## src/hw/rtl/efd_pkg.sv

```systemverilog
`default_nettype none

package efd_pkg;

  localparam int unsigned ByteW   = 8;
  localparam int unsigned FuncW   = 2;
  localparam int unsigned StatusW = 3;
  localparam int unsigned CfgIdxW = 2;
  localparam int unsigned CfgDatW = 8;

  localparam logic [ByteW-1:0] EndByteRst    = 8'd0;
  localparam logic [ByteW-1:0] EscapeByteRst = 8'd27;

  typedef enum logic [FuncW-1:0] {
    FUNC_BYTE  = 2'd0,
    FUNC_EOI   = 2'd1,
    FUNC_NEW   = 2'd2,
    FUNC_SPARE = 2'd3
  } func_e;

  typedef enum logic [StatusW-1:0] {
    ST_DATA     = 3'd0,
    ST_CONSUMED = 3'd1,
    ST_FRAMEEND = 3'd2,
    ST_LEFTOVER = 3'd3,
    ST_EOD      = 3'd4,
    ST_ERROR    = 3'd5
  } status_e;

  typedef enum logic [CfgIdxW-1:0] {
    CFG_END_BYTE    = 2'd0,
    CFG_ESCAPE_BYTE = 2'd1,
    CFG_FRAME_MODE  = 2'd2
  } cfg_idx_e;

  typedef enum logic [4:0] {
    PH_READING    = 5'b00001,
    PH_ESCAPED    = 5'b00010,
    PH_TERMINATED = 5'b00100,
    PH_EXHAUSTED  = 5'b01000,
    PH_ERROR      = 5'b10000
  } phase_e;

  typedef struct packed {
    logic [ByteW-1:0]   out_byte;
    logic [StatusW-1:0] status;
  } result_t;

endpackage

`default_nettype wire

```

## src/hw/rtl/efd_stream_if.sv

```systemverilog
`default_nettype none

interface efd_in_if;
  logic                          valid;
  logic                          ready;
  logic [efd_pkg::FuncW-1:0]     func;
  logic [efd_pkg::ByteW-1:0]     in_byte;

  modport source (output valid, output func, output in_byte, input ready);
  modport sink   (input valid, input func, input in_byte, output ready);
endinterface

interface efd_out_if;
  logic                          valid;
  logic                          ready;
  logic [efd_pkg::ByteW-1:0]     out_byte;
  logic [efd_pkg::StatusW-1:0]   status;

  modport source (output valid, output out_byte, output status, input ready);
  modport sink   (input valid, input out_byte, input status, output ready);
endinterface

interface efd_cfg_if;
  logic                          valid;
  logic                          ready;
  logic [efd_pkg::CfgIdxW-1:0]   index;
  logic [efd_pkg::CfgDatW-1:0]   data;

  modport source (output valid, output index, output data, input ready);
  modport sink   (input valid, input index, input data, output ready);
endinterface

`default_nettype wire

```

## src/hw/rtl/escaped_frame_deframer_top.sv

```systemverilog
`default_nettype none

// byte-stuffing deframer: one input beat (raw byte, end of input or new-frame
// command) gives exactly one result beat (decoded/leftover byte plus status).
// an unescaped end byte closes the frame, an escape byte is dropped and makes
// the following byte literal; detach mode passes bytes after the frame back as
// leftover, adopt mode flags them as a protocol error. an error holds until a
// new-frame command. throughput is one beat per clock while the skid is empty;
// the only loop is the phase register, updated in the same cycle a beat is
// taken. results sit in an output register backed by a skid register, so the
// input takes one more beat while a result waits; input ready is registered.
// the user must write configuration (end byte, escape byte, mode) through the
// config channel only while no beat is in flight; the block does not check it.
module escaped_frame_deframer_top (
  input  wire logic  clk_i,
  input  wire logic  rst_ni,
  efd_in_if.sink     in_i,
  efd_out_if.source  out_o,
  efd_cfg_if.sink    cfg_i
);

  // configuration registers; writes to unknown indexes are dropped
  logic [efd_pkg::ByteW-1:0] end_byte_q;
  logic [efd_pkg::ByteW-1:0] escape_byte_q;
  logic                      frame_mode_q;

  // deframer state
  efd_pkg::phase_e phase_q, phase_d;

  // output register and skid register
  efd_pkg::result_t main_q, main_d, skid_q, skid_d, res;
  logic             main_v_q, main_v_d, skid_v_q, skid_v_d;

  logic in_fire, out_fire, cfg_fire;

  assign cfg_i.ready = 1'b1;
  assign cfg_fire    = cfg_i.valid;

  assign in_i.ready = ~skid_v_q;
  assign in_fire    = in_i.valid & ~skid_v_q;

  assign out_o.valid    = main_v_q;
  assign out_o.out_byte = main_q.out_byte;
  assign out_o.status   = main_q.status;
  assign out_fire       = main_v_q & out_o.ready;

  always_ff @(posedge clk_i or negedge rst_ni) begin
    if (!rst_ni) begin
      end_byte_q    <= efd_pkg::EndByteRst;
      escape_byte_q <= efd_pkg::EscapeByteRst;
      frame_mode_q  <= 1'b0;
    end else if (cfg_fire) begin
      unique case (efd_pkg::cfg_idx_e'(cfg_i.index))
        efd_pkg::CFG_END_BYTE:    end_byte_q    <= cfg_i.data;
        efd_pkg::CFG_ESCAPE_BYTE: escape_byte_q <= cfg_i.data;
        efd_pkg::CFG_FRAME_MODE:  frame_mode_q  <= cfg_i.data[0];
        default: ;
      endcase
    end
  end

  // one deframing step for the incoming beat
  always_comb begin
    phase_d      = phase_q;
    res.out_byte = '0;
    res.status   = efd_pkg::ST_CONSUMED;
    unique case (efd_pkg::func_e'(in_i.func))
      efd_pkg::FUNC_NEW: begin
        phase_d = efd_pkg::PH_READING;
      end
      efd_pkg::FUNC_BYTE: begin
        unique case (phase_q)
          efd_pkg::PH_READING: begin
            // end byte is tested first so it wins over an equal escape byte
            if (in_i.in_byte == end_byte_q) begin
              phase_d    = efd_pkg::PH_TERMINATED;
              res.status = efd_pkg::ST_FRAMEEND;
            end else if (in_i.in_byte == escape_byte_q) begin
              phase_d = efd_pkg::PH_ESCAPED;
            end else begin
              res.out_byte = in_i.in_byte;
              res.status   = efd_pkg::ST_DATA;
            end
          end
          efd_pkg::PH_ESCAPED: begin
            phase_d      = efd_pkg::PH_READING;
            res.out_byte = in_i.in_byte;
            res.status   = efd_pkg::ST_DATA;
          end
          efd_pkg::PH_TERMINATED: begin
            if (!frame_mode_q) begin
              res.out_byte = in_i.in_byte;
              res.status   = efd_pkg::ST_LEFTOVER;
            end else begin
              phase_d    = efd_pkg::PH_ERROR;
              res.status = efd_pkg::ST_ERROR;
            end
          end
          efd_pkg::PH_EXHAUSTED: begin
            res.status = efd_pkg::ST_EOD;
          end
          default: begin
            phase_d    = efd_pkg::PH_ERROR;
            res.status = efd_pkg::ST_ERROR;
          end
        endcase
      end
      efd_pkg::FUNC_EOI: begin
        unique case (phase_q)
          efd_pkg::PH_TERMINATED: begin
            // adopt mode: clean end of source; detach mode stays terminated
            if (frame_mode_q) begin
              phase_d = efd_pkg::PH_EXHAUSTED;
            end
            res.status = efd_pkg::ST_EOD;
          end
          efd_pkg::PH_EXHAUSTED: begin
            res.status = efd_pkg::ST_EOD;
          end
          default: begin
            // inside a frame, mid-escape, or already in error
            phase_d    = efd_pkg::PH_ERROR;
            res.status = efd_pkg::ST_ERROR;
          end
        endcase
      end
      default: ;
    endcase
  end

  always_ff @(posedge clk_i or negedge rst_ni) begin
    if (!rst_ni) begin
      phase_q <= efd_pkg::PH_READING;
    end else if (in_fire) begin
      phase_q <= phase_d;
    end
  end

  // output register with skid behind it, order kept
  always_comb begin
    main_d   = main_q;
    skid_d   = skid_q;
    main_v_d = main_v_q;
    skid_v_d = skid_v_q;
    if (out_fire) begin
      if (skid_v_q) begin
        main_d   = skid_q;
        skid_v_d = 1'b0;
      end else begin
        main_v_d = 1'b0;
      end
    end
    if (in_fire) begin
      if (!main_v_d) begin
        main_v_d = 1'b1;
        main_d   = res;
      end else begin
        skid_v_d = 1'b1;
        skid_d   = res;
      end
    end
  end

  always_ff @(posedge clk_i or negedge rst_ni) begin
    if (!rst_ni) begin
      main_v_q <= 1'b0;
      skid_v_q <= 1'b0;
    end else begin
      main_v_q <= main_v_d;
      skid_v_q <= skid_v_d;
    end
  end

  always_ff @(posedge clk_i) begin
    main_q <= main_d;
    skid_q <= skid_d;
  end

endmodule

`default_nettype wire

```

## src/flat_wrapper.sv

```systemverilog
// flat-port wrapper written by rule: the top's interface ports become plain ports
module escaped_frame_deframer_top_flat 
  (clk_i, rst_ni, in_i_valid, in_i_func, in_i_in_byte, in_i_ready, out_o_valid, out_o_out_byte, out_o_status, out_o_ready, cfg_i_valid, cfg_i_index, cfg_i_data, cfg_i_ready);
  efd_in_if in_i_i ();
  efd_out_if out_o_i ();
  efd_cfg_if cfg_i_i ();
  input  wire logic clk_i;
  input  wire logic rst_ni;
  input wire logic [$bits(in_i_i.valid)-1:0] in_i_valid;
  input wire logic [$bits(in_i_i.func)-1:0] in_i_func;
  input wire logic [$bits(in_i_i.in_byte)-1:0] in_i_in_byte;
  output wire logic [$bits(in_i_i.ready)-1:0] in_i_ready;
  output wire logic [$bits(out_o_i.valid)-1:0] out_o_valid;
  output wire logic [$bits(out_o_i.out_byte)-1:0] out_o_out_byte;
  output wire logic [$bits(out_o_i.status)-1:0] out_o_status;
  input wire logic [$bits(out_o_i.ready)-1:0] out_o_ready;
  input wire logic [$bits(cfg_i_i.valid)-1:0] cfg_i_valid;
  input wire logic [$bits(cfg_i_i.index)-1:0] cfg_i_index;
  input wire logic [$bits(cfg_i_i.data)-1:0] cfg_i_data;
  output wire logic [$bits(cfg_i_i.ready)-1:0] cfg_i_ready;
  assign in_i_i.valid = in_i_valid;
  assign in_i_i.func = in_i_func;
  assign in_i_i.in_byte = in_i_in_byte;
  assign in_i_ready = in_i_i.ready;
  assign out_o_valid = out_o_i.valid;
  assign out_o_out_byte = out_o_i.out_byte;
  assign out_o_status = out_o_i.status;
  assign out_o_i.ready = out_o_ready;
  assign cfg_i_i.valid = cfg_i_valid;
  assign cfg_i_i.index = cfg_i_index;
  assign cfg_i_i.data = cfg_i_data;
  assign cfg_i_ready = cfg_i_i.ready;
  escaped_frame_deframer_top u_core (.clk_i(clk_i), .rst_ni(rst_ni), .in_i(in_i_i), .out_o(out_o_i), .cfg_i(cfg_i_i));
endmodule
```

## config.mk

```make
export PLATFORM = sky130hd
export DESIGN_NAME = escaped_frame_deframer_top_flat
export DESIGN_NICKNAME = d
export VERILOG_FILES = /design/src/hw/rtl/efd_pkg.sv /design/src/hw/rtl/efd_stream_if.sv /design/src/hw/rtl/escaped_frame_deframer_top.sv /design/src/flat_wrapper.sv
export SDC_FILE = /design/constraint.sdc
export NUM_CORES = 1
export LEC_CHECK = 0
export BUFFER_PORTS_ARGS = -buffer_cell sky130_fd_sc_hd__buf_2
export CORE_ASPECT_RATIO = 0.7
export CORE_MARGIN = 2
export CORE_UTILIZATION = 45
export DETAILED_ROUTE_END_ITERATION = 8
export GPL_ROUTABILITY_DRIVEN = 1
export PLACE_DENSITY = 0.69
export SYNTH_ARGS = -nofsm -noshare
export SYNTH_HDL_FRONTEND = slang
export SYNTH_SLANG_ARGS = --single-unit
```

## constraint.sdc

```tcl
create_clock -name clk_i -period 1.62 [get_ports clk_i]
set_input_delay 0.324 -clock clk_i [delete_from_list [all_inputs] [get_ports clk_i]]
set_output_delay 0.324 -clock clk_i [all_outputs]
set_load 0.01 [all_outputs]
```

==> results.sh <==
export IMPL_status="finished, violations left"
export IMPL_violations="setup timing"
export IMPL_core_area_um2=4890
export IMPL_fin_skew_ps=5.71
export IMPL_insertion_delay_ps=290
export IMPL_drt_first_pass_iters=4
export IMPL_cts_root_buffer="clkbuf_8"
export IMPL_grt_max_degree=25
export IMPL_dp_hpwl_um=3710
export IMPL_ys_types=45
export IMPL_slew_violations=0
export IMPL_yosysSeqAreaShare_pct=49.7
export IMPL_period_minus_slack_ps=1790
export IMPL_leakage_nw=1.34
export IMPL_clk_pin_slew_ps=90
export IMPL_drc=0
export IMPL_die_w_um=90.0
export IMPL_r2r_start="u_core.end_byte_q[5]"
export IMPL_finalSetupTns_ps=-1920
export IMPL_path_cells="xor2_1, nor4_2, nand2_1, buf_6, a41oi_4, nor2b_1"
export IMPL_p_int_mw=2.86
export IMPL_grt_overflow=0
export IMPL_finalWirelength_um=5200
export IMPL_antenna_found_initial=0
export IMPL_reg2reg_slack_ps=-170
export IMPL_syn_area_per_cell_um2=11.5
export IMPL_tightest_slew_ps=555
export IMPL_relSlewSlack_pct=63.0
export IMPL_crit_path_end_kind="register"
export IMPL_max_freq_mhz=559
export IMPL_synth_area_um2=2330
export IMPL_final_layout_size_suffix_gt1_share_pct=48.7
export IMPL_numCtsBuffers=5
export IMPL_min_period_over_period_pct=110
export IMPL_p_sw_mw=1.43
export IMPL_initial_utilization_pct=47.6
export IMPL_layout_common_cells="buf_2, buf_4, mux2_2"
export IMPL_die_h_um=64.2
export IMPL_cts_tree="built"
export IMPL_finalHoldViolCount=0
export IMPL_globalRouteTotalUtil_pct=18.0
export IMPL_final_cells=338
export IMPL_dp_cells=324
export IMPL_viasPerCell=5.27
export IMPL_synth_main_ff_cell="dfrtp_1"
export IMPL_area_delta_synth_final_pct=31.5
export IMPL_synth_edf_count=11
export IMPL_wire_per_inst_um=15.4
export IMPL_die_area_um2=5770
export IMPL_grt_setup_unrepaired="true"
export IMPL_num_rows=21
export IMPL_synth_nets=227
export IMPL_layout_setup_ws_ps=-169
export IMPL_hp_class="input pin to asynchronous set/reset pin"
export IMPL_seq_power_share_pct=40.8
export IMPL_path_max_fanout=8
export IMPL_power_density_nw_per_um2=1400
export IMPL_fin_nets=293
export IMPL_required_ps=1660
export IMPL_timing_hold_ws_ps=10.6
export IMPL_power_mw=4.29
export IMPL_crit_type="register to register"
export IMPL_clk_path_buf_depth=2
export IMPL_pre_cts_ws_ps=-309
export IMPL_slowest_stage="dfrtp_1"
export IMPL_p_clk_share_pct=19.6
export IMPL_fillers=421
export IMPL_first_global_vias=1673
export IMPL_vias=1780
export IMPL_final_common_cell="buf_2"
export IMPL_crit_path_max_incr_delay_ps=410
export IMPL_synth_cells=202
export IMPL_detail_route_antenna_nets=0
export IMPL_p_sw_share_pct=33.3
export IMPL_multi_input_comb_area_um2=1280
export IMPL_start_kind="register"
export IMPL_r2r_end="u_core.skid_q[10]"
export IMPL_grt_pass1_wl_um=8190
export IMPL_synth_warnings=0
export IMPL_power_frac_comb_pct=39.6
export IMPL_drt_iter0_drc=78
export IMPL_cap_violations=0
export IMPL_setup_violations=20
export IMPL_seqCellArea_um2=1160
export IMPL_ys_ff_latch=46
export IMPL_rr_worst_depth=6
export IMPL_gp_congestion=0.801
export IMPL_h_tree_depth=2
export IMPL_portBuffers=37
export IMPL_synthArstFlopShare_pct=52.2
export IMPL_peakVddDrop_mv=0.604
export IMPL_diodes=0
export IMPL_io_pins=39
export IMPL_clock_sinks=46
export IMPL_cp_data_arrival_time_ps=1830
-- synth_stat cells (2+ instances only) --
cell      count  area [um^2]
a211oi_1      8         60.1
a21oi_1       8         40.0
a31oi_1       3         18.8
a41oi_2       2         32.5
buf_2         3         15.0
clkbuf_1      2         7.51
dfrtp_1      19          475
dfstp_2       5          131
dfxtp_1      11          220
edfxtp_1     11          330
inv_1         3         11.3
mux2_1        3         33.8
mux2_2       18          203
mux2i_1      10          100
nand2_1       8         30.0
nand2b_1      5         31.3
nand3_1       5         25.0
nand3b_1      3         22.5
nand4_1       3         18.8
nor2_1       18         67.6
nor2b_1      11         68.8
nor3b_1       2         15.0
nor4_1        2         12.5
o21ai_0       3         15.0
xnor2_1       8         70.1
xor2_1        9         78.8
-- power groups by stage --
stage / sequential, mW / clock, mW / combinational, mW
after floorplan: 1.79 / 0 / 0.882
after global placement: 1.74 / 0 / 1.43
after detailed placement: 1.76 / 0 / 1.46
after CTS: 1.73 / 0.850 / 1.60
after global routing: 1.79 / 0.913 / 1.83
final: 1.75 / 0.840 / 1.70
-- stage by stage --
step | util (%) | instance area (um^2)
floorplan | - | 2340
global placement | 56.2 | 2750
detailed placement | 56.2 | 2750
CTS | 60.3 | 2950
global route | 62.6 | 3060
finish | 62.6 | 3060
-- sequential cells by signal, indices dropped and copies added, names as in the netlist --
signal and cells:
u_core.out_o.out_byte 8, u_core.out_o.status 3, u_core.frame_mode_q 1, u_core.escape_byte_q 8, u_core.out_o.valid 1, u_core.end_byte_q 8, u_core.phase_q 5, u_core.skid_q 11
u_core.skid_v_q 1
-- cell type report --
type	instances	area share (%)
multi-input combinational	147	42.0
sequential	46	37.9
timing repair buffer	65	13.3
tap	69	2.82
clock buffer	6	2.37
clock inverter	2	1.23
inverter	3	0.368
-- cells by family (layout without fill, tap and decap cells) --
group                     Yosys count  count (layout)  synth area share, %
and+or+nand+nor                    65              65                 16.1
DFF                                46              46                 49.7
AOI/OAI and AO/OA                  33              33                 11.3
muxes                              31              31                 14.5
xor gates and xnor gates           17              17                 6.40
buffers and inverters               9              76                 1.77
other                               1               1                0.161
-- routing by layer --
layer | share of wire (%) | vias to the layer above | GRT usage, %
li1 | - | 857 | -
met1 | 49 | 884 | 26.1
met2 | 46 | 37 | 28.0
met3 | 4.7 | 2 | 4.25
met4 | 0.29 | 0 | 2.88
met5 | 0 | - | 0
-- worst max-delay path by stage --
| stage | from | to | slack [ps] | cells after the start |
|---|---|---|---|---|
| final | u_core.end_byte_q[5] | u_core.skid_q[10] | -170 | 6 |
| after global routing | u_core.end_byte_q[5] | u_core.skid_q[10] | -260 | 6 |
| after CTS | u_core.phase_q[0] | u_core.skid_q[10] | -160 | 5 |
| after detailed placement | in_i_in_byte[0] | u_core.skid_q[10] | -310 | 6 |
| after global placement | in_i_in_byte[5] | u_core.skid_q[0] | -280 | 6 |
| after floorplan | u_core.phase_q[1] | u_core.phase_q[2] | -3 | 5 |
-- worst max-delay path: cells and delay by family (launching register included) --
kind / cells / cell delay [ps]
AO/OA/AOI/OAI: 1 / 330
XOR/XNOR: 1 / 160
AND/OR/NAND/NOR: 3 / 490
flip-flops: 1 / 410
buffers and inverters: 1 / 150
-- timing repair --
item                                    4_1_cts  5_1_grt
hold buffers                                  0        0
endpoints found under the setup margin       25       25
setup buffers                                 2        4
resized for setup                            15       17
pin swaps                                     7       13
Note: power is estimated with default switching activity, not from simulation.
